<file path="config.mk">
export PLATFORM = sky130hd
export DESIGN_NAME = dlps_front
export DESIGN_NICKNAME = d
export VERILOG_FILES = /design/src/rtl/dlps_pkg.sv /design/src/rtl/dlps_front.sv
export SDC_FILE = /design/constraint.sdc
export NUM_CORES = 1
export LEC_CHECK = 0
export BUFFER_PORTS_ARGS = -buffer_cell sky130_fd_sc_hd__clkbuf_2
export CAP_MARGIN = 20
export CORE_MARGIN = 2
export CORE_UTILIZATION = 35
export CTS_CLUSTER_DIAMETER = 150
export DETAILED_ROUTE_END_ITERATION = 7
export PLACE_DENSITY_LB_ADDON = 0.12
export SLEW_MARGIN = 30
export SYNTH_ARGS = -nofsm -noshare
export SYNTH_HDL_FRONTEND = slang
export SYNTH_SLANG_ARGS = --single-unit
</file>
<file path="constraint.sdc">
create_clock -name clk_i -period 2.4 [get_ports clk_i]
set_input_delay 0.12 -clock clk_i [delete_from_list [all_inputs] [get_ports clk_i]]
set_output_delay 0.12 -clock clk_i [all_outputs]
set_load 0.1 [all_outputs]
</file>
<file path="src/rtl/dlps_pkg.sv">
// Shared types, constants and the half-sine gain table of the pitch shifter.
`timescale 1ns / 1ps
package dlps_pkg;

  localparam int WINDOW_DEF    = 2048;
  localparam int FRAC_BITS_DEF = 16;
  localparam int SAMPLE_W      = 16;
  localparam int RATE_W        = 19;
  localparam int RATE_FRAC     = 16;
  localparam int MODE_W        = 2;
  localparam int CFG_IDX_W     = 2;
  localparam int CFG_DATA_W    = 19;

  localparam logic [CFG_IDX_W-1:0] REG_MODE  = 2'd0;
  localparam logic [CFG_IDX_W-1:0] REG_DRIFT = 2'd1;

  localparam logic [MODE_W-1:0] MODE_WRITE = 2'd1;
  localparam logic [MODE_W-1:0] MODE_SHIFT = 2'd2;

  typedef enum logic [1:0] {
    KIND_PASS  = 2'd0,
    KIND_WRITE = 2'd1,
    KIND_SHIFT = 2'd2
  } kind_e;

  typedef struct packed {
    kind_e               kind;
    logic [SAMPLE_W-1:0] sample;
  } q_entry_t;

  // Gain for crossfade position k (0..63): a half sine period in Q0.15.
  function automatic logic [15:0] qsine_gain(input logic [5:0] k);
    logic [5:0]  idx;
    logic [15:0] g;
    idx = (k <= 6'd32) ? k : 6'(7'd64 - {1'b0, k});
    unique case (idx)
      6'd0:  g = 16'd0;
      6'd1:  g = 16'd1608;
      6'd2:  g = 16'd3212;
      6'd3:  g = 16'd4808;
      6'd4:  g = 16'd6393;
      6'd5:  g = 16'd7962;
      6'd6:  g = 16'd9512;
      6'd7:  g = 16'd11039;
      6'd8:  g = 16'd12539;
      6'd9:  g = 16'd14010;
      6'd10: g = 16'd15446;
      6'd11: g = 16'd16846;
      6'd12: g = 16'd18205;
      6'd13: g = 16'd19519;
      6'd14: g = 16'd20787;
      6'd15: g = 16'd22005;
      6'd16: g = 16'd23170;
      6'd17: g = 16'd24279;
      6'd18: g = 16'd25329;
      6'd19: g = 16'd26319;
      6'd20: g = 16'd27245;
      6'd21: g = 16'd28105;
      6'd22: g = 16'd28898;
      6'd23: g = 16'd29621;
      6'd24: g = 16'd30273;
      6'd25: g = 16'd30852;
      6'd26: g = 16'd31356;
      6'd27: g = 16'd31785;
      6'd28: g = 16'd32137;
      6'd29: g = 16'd32412;
      6'd30: g = 16'd32609;
      6'd31: g = 16'd32728;
      6'd32: g = 16'd32767;
      default: g = 16'd0;
    endcase
    return g;
  endfunction

endpackage

</file>
<file path="src/rtl/dlps_front.sv">
// Front end: accepts samples, tags each with its operation and queues it.
`timescale 1ns / 1ps
module dlps_front (
  input  logic                           clk_i,
  input  logic                           rst_ni,
  input  logic                           in_valid_i,
  output logic                           in_ready_o,
  input  logic [dlps_pkg::SAMPLE_W-1:0]  sample_in_i,
  input  logic [dlps_pkg::MODE_W-1:0]    mode_i,
  input  logic                           busy_i,
  output logic                           q_valid_o,
  input  logic                           q_ready_i,
  output dlps_pkg::q_entry_t             q_entry_o
);
  import dlps_pkg::*;

  q_entry_t   fifo_q [2];
  logic       wptr_q, wptr_d, rptr_q, rptr_d;
  logic [1:0] cnt_q, cnt_d;
  logic       push, pop;
  kind_e      kind;

  // Unused mode code behaves as disabled.
  always_comb begin
    if (mode_i == MODE_WRITE) begin
      kind = KIND_WRITE;
    end else if (mode_i == MODE_SHIFT) begin
      kind = KIND_SHIFT;
    end else begin
      kind = KIND_PASS;
    end
  end

  assign in_ready_o = (cnt_q != 2'd2) && !busy_i;
  assign push       = in_valid_i && in_ready_o;
  assign q_valid_o  = (cnt_q != 2'd0);
  assign pop        = q_valid_o && q_ready_i;
  assign q_entry_o  = fifo_q[rptr_q];

  assign wptr_d = push ? ~wptr_q : wptr_q;
  assign rptr_d = pop ? ~rptr_q : rptr_q;
  assign cnt_d  = cnt_q + {1'b0, push} - {1'b0, pop};

  always_ff @(posedge clk_i or negedge rst_ni) begin
    if (!rst_ni) begin
      wptr_q <= 1'b0;
      rptr_q <= 1'b0;
      cnt_q  <= 2'd0;
    end else begin
      wptr_q <= wptr_d;
      rptr_q <= rptr_d;
      cnt_q  <= cnt_d;
    end
  end

  always_ff @(posedge clk_i) begin
    if (push) begin
      fifo_q[wptr_q] <= '{kind: kind, sample: sample_in_i};
    end
  end

endmodule

</file>
==> impl_summary.txt, run 1 <==
----------------------------------------------------
[Outcome]
  Result of the run ... finished clean

[Synthesis]
  Commonest cells post-synth ... sky130_fd_sc_hd__edfxtp_1 (36), sky130_fd_sc_hd__mux2_2 (18), sky130_fd_sc_hd__dfrtp_1 (4), sky130_fd_sc_hd__inv_1 (4), sky130_fd_sc_hd__xnor2_1 (3)
  Dominant cell type by area after synthesis ... sky130_fd_sc_hd__edfxtp_1
  Synth Register Bits ... 40
  Synthesis warning total ... 0
  Most common cell in the netlist ... sky130_fd_sc_hd__edfxtp_1
  Synthesized netlist cell count ... 78
  Distinct cell type count after synthesis ... 14
  Avg Inst Size Synth ... 19.62 µm²
  Number of enable flip-flop cells after synthesis ... 36
  Biggest area contributors in the synthesized netlist ... sky130_fd_sc_hd__edfxtp_1 (71%), sky130_fd_sc_hd__mux2_2 (13%), sky130_fd_sc_hd__dfrtp_1 (6.5%), sky130_fd_sc_hd__xnor2_1 (1.7%), sky130_fd_sc_hd__ha_1 (1.6%)
  Post-Synthesis Cell Area ... between 1500 and 2000 µm²
  Part of the Yosys area used for sequential elements ... 77.19%
  Mapped Nets ... between 100 and 150
  Share of flip-flops with an asynchronous set or reset ... 10.00%
  Share of Yosys cell area claimed by the top area cell type ... a little over 70%
  Primary FF master, synth ... sky130_fd_sc_hd__edfxtp_1

[Critical path]
  Crit start category ... flip-flop
  Critical-path maximum fanout ... 4
  Buffers plus inverters on the worst setup path ... 1
  Worst setup endpoint ... cnt_q[1]$_DFF_PN0_
  Setup CP Type ... reg -> reg
  CP max stage cell ... sky130_fd_sc_hd__dfrtp_1
  Ordered list of cells on the worst path ... or2_1, and2_4, ha_1, inv_1, ha_1, xnor2_1, xnor2_1
  Arrival time at the worst endpoint ... a little under 2 ns
  Start point of the critical path ... cnt_q[1]$_DFF_PN0_
  Flop-to-flop setup slack ... 0.65 ns
  Worst reg2reg path startpoint ... cnt_q[1]$_DFF_PN0_
  WP depth ... 7
  Biggest cell delay along the critical path ... 0.42 ns
  Worst setup EP type ... flip-flop
  Reg-to-reg critical path endpoint ... cnt_q[1]$_DFF_PN0_
  Cells on worst reg2reg path ... 7
  Crit path max-delay family ... simple AND/OR/NAND/NOR gates
  Data required time at the worst endpoint ... roughly 2.6 ns

[Placement]
  Placed Instances ... 174
  HPWL after detailed placement ... 1815 µm
  Gp weighted congestion ... 0.6075
  Count of input and output buffers ... 42

[Drt]
  Antenna Violating Nets Remaining ... 0
  Total via count in the routed design ... between 800 and 900
  Routed wire length ... 2488 µm
  First DRT Iteration DRCs ... 50
  Remaining routing DRC violations ... 0
  Per-cell via count in the routed design ... 4.552
  Count of TritonRoute iterations in the first routing pass ... 3
  Average wire per standard cell ... 13.60 µm

[Timing]
  Part of the cycle the worst path needs ... 72.91%
  Count of pins over their slew limit ... 0
  Headroom to the max-slew limit ... ~63%
  Post-layout min period ... 1.750 ns
  Total Negative Setup Slacks ... 0 ns
  Hold Fails Final Rpt ... 0
  RSZ-0062 raised after global routing ... no
  Slew at the pin closest to its max-slew limit ... 0.5509 ns
  Final Skew ... 0.002906 ns
  Number of failing setup endpoints in the final timing report ... 0
  Max Clock Freq ... between 500 and 600 MHz

[Global routing]
  Antenna violations before repair ... 0
  Leftover overflow at the end of global routing ... 0
  Tot GR Track Use ... a little under an eighth
  Wire length of the first global-routing pass ... roughly 4200 µm
  Maximum number of pins on one net before global-route repair ... 13
  Via count of the first global-routing pass ... 909

[Layout]
  Area growth from synthesis to final layout ... 26.33%
  Area of the multi-input gates ... 316.6 µm²
  Total Nets Final ... approximately 160
  FILL cells ... 418
  Layout cells sized above 1 ... 54.96%
  Footprint of the flip-flops and latches ... 1181 µm²
  Ant. Diodes ... 0
  Non-Filler Instances ... 183

[CTS]
  Sink Count ... 40
  Clock Latency Late Sink ... 0.28 ns
  TritonCTS Buffers ... 5
  Number of levels the H-tree was split into ... 2
  CTS-repair resized insts ... 0
  Worst-case clock buffer depth ... 2
  Root buffer cell ... sky130_fd_sc_hd__clkbuf_8
  Post-CTS setup buffer count ... 0
  CTS clock-pin slew for the worst setup and hold paths ... 0.07 ns
  Clock tree from TritonCTS ... built

[Floorplan]
  Starting Density ... 35.64%
  Die outline height ... between 70 and 80 µm
  Total number of placement rows ... 24
  Die outline width ... about 70 µm
  Core area ... 4294 µm²
  Io pins ... 43
  Area of the die ... between 4000 and 5000 µm²

[Job]
  Number of violations of the max-capacitance limit ... 0

[Min path]
  Worst hold path startpoint ... sample_in_i[12]
  Type of the most critical hold path ... in -> reg

----------------------------------------------------
-- final cells by class --
| class | instances | share of cell area [%] |
|---|---|---|
| Sequential cell | 40 | 61.10 |
| Multi-Input combinational cell | 32 | 16.38 |
| Timing Repair Buffer | 47 | 14.24 |
| Clock buffer | 7 | 3.948 |
| Tap cell | 52 | 3.366 |
| Inverter | 4 | 0.7767 |
| Clock inverter | 1 | 0.1942 |
-- worst min path at each step --
stage	to	slack, ns	cells past startpoint
2_1_floorplan	cnt_q[0]$_DFF_PN0_	-0.18	0
3_3_place_gp	cnt_q[0]$_DFF_PN0_	-0.07	1
3_5_place_dp	cnt_q[0]$_DFF_PN0_	-0.06	1
4_1_cts	fifo_q[1][12]$_DFFE_PP_	0.01	1
5_1_grt	fifo_q[0][13]$_DFFE_PP_	0.01	1
6_report	fifo_q[1][12]$_DFFE_PP_	0.02	1
-- cell families (layout without fill, tap and decap cells) --
logic type / count (synthesis) / after routing / synth area share, %
adder cells (fa/ha/maj): 2 / 2 / 1.635
XOR/XNOR: 4 / 4 / 2.290
AO/OA/AOI/OAI: 2 / 2 / 0.8992
multiplexers: 18 / 18 / 13.25
flip-flops: 40 / 40 / 77.19
AND/OR/NAND/NOR: 6 / 6 / 2.290
buffers and inverters: 6 / 59 / 2.453
-- state kept, by name (all words and copies together), names as in the netlist --
name,flops
fifo_q,36
cnt_q,2
rptr_q,1
wptr_q,1
-- layout by cell type, fill, tap and decap left out, drive strengths merged --
cell type,Yosys,routed
dfrtp,4,4
inv,4,4
buf,2,4
clkbuf,0,49
ha,2,2
mux2,18,18
and2,1,1
or2,1,1
nor2,2,2
a21oi,1,1
dlygate4sd3,0,1
a211o,1,1
nor2b,2,2
clkinv,0,1
xor2,1,1
edfxtp,36,36
xnor2,3,3
-- what timing repair did --
action | in CTS | in global routing
hold buffers | 1 | 0
hold endpoints to repair | 4 | 0
setup endpoints to repair | 0 | 0
-- per-layer routing --
metal | share of wire [%] | track usage [%]
met2 | 52 | 18.94
met1 | 40 | 12.13
met4 | 1.6 | 5.128
met3 | 6.7 | 5.051
met5 | 0 | 0
-- stage by stage --
stage	area (µm²)	util, %	worst slack [ns]	hold slack, ns
2_1_floorplan	1530	-	0.2397	-0.1756
3_3_place_gp	1843	42.92	0.7283	-0.06749
3_5_place_dp	1843	42.92	0.6693	-0.06480
4_1_cts	1933	45.02	0.6362	0.01189
5_1_grt	1933	45.02	0.5353	0.01141
6_report	1933	45.02	0.6501	0.02312
Power of run 1 is not shown: default switching activity piles up to over one toggle a cycle in this logic, so the estimate is an artifact.
==> run 2, diff against run 1 <==
clock period = 1.64 ns   (was 2.4 ns; I/O delays follow)
==> run 2 against run 1 <==
  * Clock-buffer cell count is 1 lower
  * Register-to-register slack got worse by 0.64 ns
  * Setup slack got worse by 0.64 ns
  * Fmax rose by 7.4%
  * Final area grew 28%
  * Flip-flop and latch count did not move
  * Critical endpoint unchanged
==> impl_summary.txt, run 2 (same netlist as run 1, synthesis figures left out) <==
----------------------------------------------------
[Floorplan]
  Area of the die ... 4917 µm² (unchanged)
  Core area ... 4294 µm² (unchanged)
  Io pins ... 43 (unchanged)
  Total number of placement rows ... 24 (unchanged)
  Starting Density ... 35.64% (unchanged)
  Die outline height ... 70.12 µm (unchanged)
  Die outline width ... 70.12 µm (unchanged)

[CTS]
  Root buffer cell ... sky130_fd_sc_hd__clkbuf_8
  TritonCTS Buffers ... 5 (unchanged)
  Clock tree from TritonCTS ... built
  Clock Latency Late Sink ... 0.29 ns (about the same)
  Sink Count ... 40 (unchanged)
  Worst-case clock buffer depth ... 2 (unchanged)
  Number of levels the H-tree was split into ... 2 (unchanged)
  CTS clock-pin slew for the worst setup and hold paths ... 0.07 ns (about the same)

[Critical path]
  Critical-path maximum fanout ... 3 (-1)
  Buffers plus inverters on the worst setup path ... 1 (unchanged)
  Biggest cell delay along the critical path ... 0.40 ns (-0.02 ns)
  Setup CP Type ... reg -> reg
  Crit path max-delay family ... adder cells
  CP max stage cell ... sky130_fd_sc_hd__dfrtp_1
  Cell repeated most along the worst path ... sky130_fd_sc_hd__ha_4
  Arrival time at the worst endpoint ... 1.80 ns (-0.16 ns)
  Crit start category ... flip-flop
  Worst setup EP type ... flip-flop
  Data required time at the worst endpoint ... 1.81 ns (-0.80 ns)
  Ordered list of cells on the worst path ... or2_4, and2_4, ha_4, inv_2, ha_4, xnor2_2, xnor2_1

[Global routing]
  Antenna violations before repair ... 0 (unchanged)
  Maximum number of pins on one net before global-route repair ... 13 (unchanged)
  Leftover overflow at the end of global routing ... 0 (unchanged)
  Wire length of the first global-routing pass ... 4560 µm (+9.8%)
  Via count of the first global-routing pass ... 993 (+9.2%)
  Tot GR Track Use ... 12.69% (+1.4 points)

[Layout]
  Flip-flop count of the largest register, all copies and words added ... 36 (unchanged)
  Commonest non-fill, non-tap cells in the layout ... sky130_fd_sc_hd__edfxtp_1 (36), sky130_fd_sc_hd__clkbuf_2 (24), sky130_fd_sc_hd__mux2_2 (18), sky130_fd_sc_hd__buf_12 (18), sky130_fd_sc_hd__dlygate4sd3_1 (17)
  Layout cells sized above 1 ... 57.05% (+2.1 points)
  Area growth from synthesis to final layout ... 61.57%
  Post-route standard cell area excluding fillers ... 2472 µm² (+28%)
  Largest reg by FF count ... fifo_q
  Most common cell after layout, fill and taps aside ... sky130_fd_sc_hd__edfxtp_1
  Ant. Diodes ... 0 (unchanged)
  Total Nets Final ... 180 (+16%)
  Largest registers in the final layout ... fifo_q x36, cnt_q x2

[Timing]
  Final Skew ... 0.003118 ns (+0.0002118 ns)
  Part of the cycle the worst path needs ... 99.34% (+26 points)
  Max Clock Freq ... 613.8 MHz (+7.4%)
  Number of failing setup endpoints in the final timing report ... 0 (unchanged)
  Hold Fails Final Rpt ... 0 (unchanged)
  RSZ-0062 raised after global routing ... yes
  Headroom to the max-slew limit ... 64.29% (+0.86 points)
  Count of pins over their slew limit ... 0 (unchanged)
  Post-layout min period ... 1.629 ns (-0.1206 ns)
  Slew at the pin closest to its max-slew limit ... 0.5380 ns (-0.01292 ns)

[Placement]
  Count of input and output buffers ... 42 (unchanged)
  HPWL after detailed placement ... 1876 µm (+3.4%)
  Gp weighted congestion ... 0.6659 (+9.6%)
  Placement Cell Area ... 2147 µm² (+16%)

[Drt]
  Per-cell via count in the routed design ... 4.447 (-2.3%)
  Antenna Violating Nets Remaining ... 0 (unchanged)
  Remaining routing DRC violations ... 0 (unchanged)
  Total via count in the routed design ... 925 (+11%)
  First DRT Iteration DRCs ... 69 (+38%)
  Count of TritonRoute iterations in the first routing pass ... 4 (+1)
  Average wire per standard cell ... 12.90 µm (-5.1%)
  Routed wire length ... 2683 µm (+7.8%)

[Outcome]
  Result of the run ... finished clean

[Job]
  Number of violations of the max-capacitance limit ... 0 (unchanged)

[Min path]
  Type of the most critical hold path ... in -> reg

----------------------------------------------------
==> run 2: what timing repair did <==
| item | CTS | global route |
|---|---|---|
| hold buffers | 17 | 0 |
| setup endpoints to repair | 1 | 1 |
| resized for setup | 5 | 0 |
| pin swaps | 3 | 0 |
| setup buffers | 2 | 0 |
| endpoints found under the hold margin | 36 | 0 |
==> run 2: path summary, 6_finish.rpt <==
kind / startpoint / to / slack [ns] / cells past startpoint
worst min-delay path: mode_i[1] / fifo_q[1][16]$_DFFE_PP_ / 0.1 / 2
worst max-delay path: cnt_q[0]$_DFF_PN0_ / cnt_q[1]$_DFF_PN0_ / 0.01 / 7
min in group asynchronous: rst_ni / wptr_q$_DFFE_PN0P_ / 0.13 / 2
max in group asynchronous: rst_ni / rptr_q$_DFFE_PN0P_ / 1.39 / 2
worst max register to register: cnt_q[0]$_DFF_PN0_ / cnt_q[1]$_DFF_PN0_ / 0.01 / 7
worst min register to register: wptr_q$_DFFE_PN0P_ / wptr_q$_DFFE_PN0P_ / 0.51 / 1
==> run 2: routing by layer <==
metal	track usage [%]	vias up	routed length [µm]
met5	0	-	0
met2	21.38	24	1440
met1	13.90	455	1023
met3	4.906	5	157
li1	-	441	-
met4	6.410	0	61
==> run 2: cell type report <==
| cell class | count | area [µm²] |
|---|---|---|
| Timing Repair Buffer | 72 | 748.2 |
| Fill cell | 348 | 1822 |
| Clock buffer | 6 | 72.57 |
| Sequential cell | 40 | 1181 |
| Multi-Input combinational cell | 32 | 355.3 |
| Tap cell | 52 | 65.06 |
| Clock inverter | 2 | 35.03 |
| Inverter | 4 | 15.01 |
==> run 2: stage by stage <==
step | util (%) | setup TNS [ns] | setup WS [ns] | hold WS, ns | std cells
after floorplan | - | -10.89 | -0.2969 | -0.2136 | 78
after global placement | 50.00 | 0 | 0.02498 | -0.1073 | 181
after detailed placement | 50.00 | -0.07860 | -0.07860 | -0.1021 | 181
after CTS | 57.58 | 0 | 0.01513 | 0.08330 | 208
after global routing | 57.58 | -0.06030 | -0.06030 | 0.09674 | 208
final | 57.58 | 0 | 0.01076 | 0.09826 | 208
==> run 2: worst reg2reg max path: cells and delay by family, from the launching register on <==
family	cells	cell delay (ns)
xor gates and xnor gates	2	0.26
buffers and inverters	1	0.04
and+or+nand+nor	2	0.41
DFF	1	0.40
adders and majority gates	2	0.42
Power of run 2 is left out for the same reason.
==> run 3, diff against run 2 <==
ABC_AREA = 1   (was default)
==> run 3 against run 2 <==
  * Critical path depth is 2 higher
  * Utilization is 2.9 points lower
  * Via count is 19% higher
  * First-iteration DRC count is 58% lower
  * Global-route usage is 1.2 points higher
==> impl_summary.txt, run 3 <==
----------------------------------------------------
[Drt]
  Count of TritonRoute iterations in the first routing pass ... 4 (unchanged)
  Average wire per standard cell ... 12.45 µm (-3.5%)
  Remaining routing DRC violations ... 0 (unchanged)
  Per-cell via count in the routed design ... 4.394 (-1.2%)
  Antenna Violating Nets Remaining ... 0 (unchanged)
  Routed wire length ... 3124 µm (+16%)
  Total via count in the routed design ... 1,103 (+19%)
  First DRT Iteration DRCs ... 29 (-58%)

[Synthesis]
  Number of enable flip-flop cells after synthesis ... 36 (unchanged)
  Avg Inst Size Synth ... 12.04 µm² (-39%)
  Synthesized netlist cell count ... 131 (+68%)
  Post-Synthesis Cell Area ... 1578 µm² (+3.1%)
  Commonest cells post-synth ... sky130_fd_sc_hd__nand2_1 (65), sky130_fd_sc_hd__edfxtp_1 (36), sky130_fd_sc_hd__inv_1 (11), sky130_fd_sc_hd__dfrtp_1 (4)
  Distinct cell type count after synthesis ... 14 (unchanged)
  Synthesis warning total ... 0 (unchanged)
  Most common cell in the netlist ... sky130_fd_sc_hd__nand2_1
  Dominant cell type by area after synthesis ... sky130_fd_sc_hd__edfxtp_1
  Synth Register Bits ... 40 (unchanged)
  Part of the Yosys area used for sequential elements ... 74.86% (-2.3 points)
  Biggest area contributors in the synthesized netlist ... sky130_fd_sc_hd__edfxtp_1 (69%), sky130_fd_sc_hd__nand2_1 (15%), sky130_fd_sc_hd__dfrtp_1 (6.3%), sky130_fd_sc_hd__inv_1 (2.6%), sky130_fd_sc_hd__ha_1 (1.6%)
  Share of Yosys cell area claimed by the top area cell type ... 68.52% (-2.1 points)
  Mapped Nets ... 156 (+51%)
  Primary FF master, synth ... sky130_fd_sc_hd__edfxtp_1
  Share of flip-flops with an asynchronous set or reset ... 10.00% (unchanged)

[Floorplan]
  Area of the die ... 5061 µm² (+2.9%)
  Die outline width ... 71.14 µm (+1.5%)
  Total number of placement rows ... 24 (unchanged)
  Io pins ... 43 (unchanged)
  Starting Density ... 36.24% (+0.60 points)
  Core area ... 4354 µm² (+1.4%)
  Die outline height ... 71.14 µm (+1.5%)

[Job]
  Number of violations of the max-capacitance limit ... 0 (unchanged)

[Critical path]
  Ordered list of cells on the worst path ... inv_1, nand2_2, nand2_1, inv_1, ha_1, inv_1, ha_1, nand3_1, nand2_1
  Start point of the critical path ... cnt_q[0]$_DFF_PN0_
  Critical-path maximum fanout ... 3 (unchanged)
  Data required time at the worst endpoint ... 1.83 ns (+0.02 ns)
  Biggest cell delay along the critical path ... 0.41 ns (about the same)
  Crit start category ... flip-flop
  CP max stage cell ... sky130_fd_sc_hd__dfrtp_1
  Flop-to-flop setup slack ... 0.12 ns (+0.11 ns)
  Reg-to-reg critical path endpoint ... cnt_q[1]$_DFF_PN0_
  Setup CP Type ... reg -> reg
  Worst reg2reg path startpoint ... cnt_q[0]$_DFF_PN0_
  Worst setup endpoint ... cnt_q[1]$_DFF_PN0_
  Cell repeated most along the worst path ... sky130_fd_sc_hd__inv_1
  Arrival time at the worst endpoint ... 1.71 ns (-0.09 ns)
  Cells on worst reg2reg path ... 9 (+2)
  Worst setup EP type ... flip-flop

[Timing]
  Total Negative Setup Slacks ... 0 ns (unchanged)
  Number of failing setup endpoints in the final timing report ... 0 (unchanged)
  Slew at the pin closest to its max-slew limit ... 0.5460 ns (+0.008059 ns)
  Final setup margin ... 0.1205 ns (+0.1097 ns)
  Post-layout min period ... 1.520 ns (-0.1097 ns)
  Final Skew ... 0.003001 ns (-0.0001172 ns)
  Hold Fails Final Rpt ... 0 (unchanged)
  RSZ-0062 raised after global routing ... no
  Count of pins over their slew limit ... 0 (unchanged)
  Part of the cycle the worst path needs ... 92.65% (-6.7 points)
  Max Clock Freq ... 658.1 MHz (+7.2%)
  Headroom to the max-slew limit ... 63.75% (-0.54 points)

[Layout]
  Largest registers in the final layout ... fifo_q x36, cnt_q x2
  Most common cell after layout, fill and taps aside ... sky130_fd_sc_hd__nand2_1
  Commonest non-fill, non-tap cells in the layout ... sky130_fd_sc_hd__nand2_1 (64), sky130_fd_sc_hd__edfxtp_1 (36), sky130_fd_sc_hd__clkbuf_2 (24)
  Flip-flop count of the largest register, all copies and words added ... 36 (unchanged)
  Total Nets Final ... 223 (+24%)
  Ant. Diodes ... 0 (unchanged)
  Largest reg by FF count ... fifo_q
  Layout cells sized above 1 ... 29.65% (-27 points)
  Area growth from synthesis to final layout ... 50.91%

[CTS]
  Post-CTS setup buffer count ... 0 (-2)
  CTS-repair resized insts ... 0 (-5)
  Number of levels the H-tree was split into ... 2 (unchanged)
  Clock Latency Late Sink ... 0.29 ns (about the same)
  CTS clock-pin slew for the worst setup and hold paths ... 0.08 ns (about the same)
  Root buffer cell ... sky130_fd_sc_hd__clkbuf_8
  Clock tree from TritonCTS ... built
  Worst-case clock buffer depth ... 2 (unchanged)
  Sink Count ... 40 (unchanged)
  TritonCTS Buffers ... 5 (unchanged)

[Placement]
  Count of input and output buffers ... 42 (unchanged)
  Gp weighted congestion ... 0.7093 (+6.5%)
  Worst setup slack after placement ... 0.1465 ns (+0.2251 ns)
  HPWL after detailed placement ... 2078 µm (+11%)

[Min path]
  Type of the most critical hold path ... in -> reg

[Global routing]
  Wire length of the first global-routing pass ... 5161 µm (+13%)
  Tot GR Track Use ... 13.88% (+1.2 points)
  Via count of the first global-routing pass ... 1,152 (+16%)
  Antenna violations before repair ... 0 (unchanged)
  Leftover overflow at the end of global routing ... 0 (unchanged)
  Maximum number of pins on one net before global-route repair ... 20 (+7)

[Outcome]
  Result of the run ... finished clean

----------------------------------------------------
run 3: logic make-up (layout without fill, tap and decap cells):
group	Yosys count	in the layout	synth area share [%]
flip-flops	40	40	74.86
adder cells (fa/ha/maj)	2	2	1.586
buffers and inverters	15	83	5.313
AND/OR/NAND/NOR	73	73	17.92
AO/OA/AOI/OAI	1	1	0.3169
run 3: worst min-delay path by stage:
stage | startpoint | to | slack, ns | cells past startpoint
after floorplan | rst_ni | cnt_q[0]$_DFF_PN0_ | -0.21 | 0
after global placement | rst_ni | cnt_q[0]$_DFF_PN0_ | -0.10 | 1
after detailed placement | rst_ni | cnt_q[0]$_DFF_PN0_ | -0.1 | 1
after CTS | q_ready_i | rptr_q$_DFFE_PN0P_ | 0.04 | 3
after global routing | q_ready_i | rptr_q$_DFFE_PN0P_ | 0.06 | 3
final | q_ready_i | rptr_q$_DFFE_PN0P_ | 0.05 | 3
run 3: worst max-delay path: cells and delay by family, from the launching register on:
family / cells / cell delay [ns]
AND/OR/NAND/NOR: 4 / 0.33
flip-flops: 1 / 0.41
adder cells (fa/ha/maj): 2 / 0.45
buffers and inverters: 3 / 0.23
run 3: cell type report:
type | instances | area (µm²)
Clock buffer | 5 | 68.82
Tap cell | 52 | 65.06
Fill cell | 364 | 1973
Timing Repair Buffer | 63 | 680.7
Clock inverter | 3 | 18.77
Sequential cell | 40 | 1181
Inverter | 12 | 45.04
Multi-Input combinational cell | 76 | 321.6
run 3: repair_timing:
action / in CTS / in global routing
hold buffers: 17 / 0
endpoints found under the setup margin: 0 / 0
endpoints found under the hold margin: 36 / 0
run 3: through the flow:
| stage | hold WS, ns | utilization (%) | area, µm² | cells |
|---|---|---|---|---|
| floorplan | -0.2136 | - | 1587 | 131 |
| global placement | -0.1019 | 48.76 | 2123 | 226 |
| finish | 0.05179 | 54.68 | 2381 | 251 |
| global route | 0.05834 | 54.68 | 2381 | 251 |
| detailed placement | -0.09957 | 48.76 | 2123 | 226 |
| CTS | 0.04331 | 54.68 | 2381 | 251 |
run 3: routing by layer:
metal | vias up | part of all wire (%) | track usage [%]
met3 | 7 | 5.4 | 4.986
met1 | 504 | 42 | 16.34
met5 | - | 0 | 0
met2 | 35 | 50 | 22.02
li1 | 557 | - | -
met4 | 0 | 2.5 | 7.757
Power of run 3 is left out for the same reason.
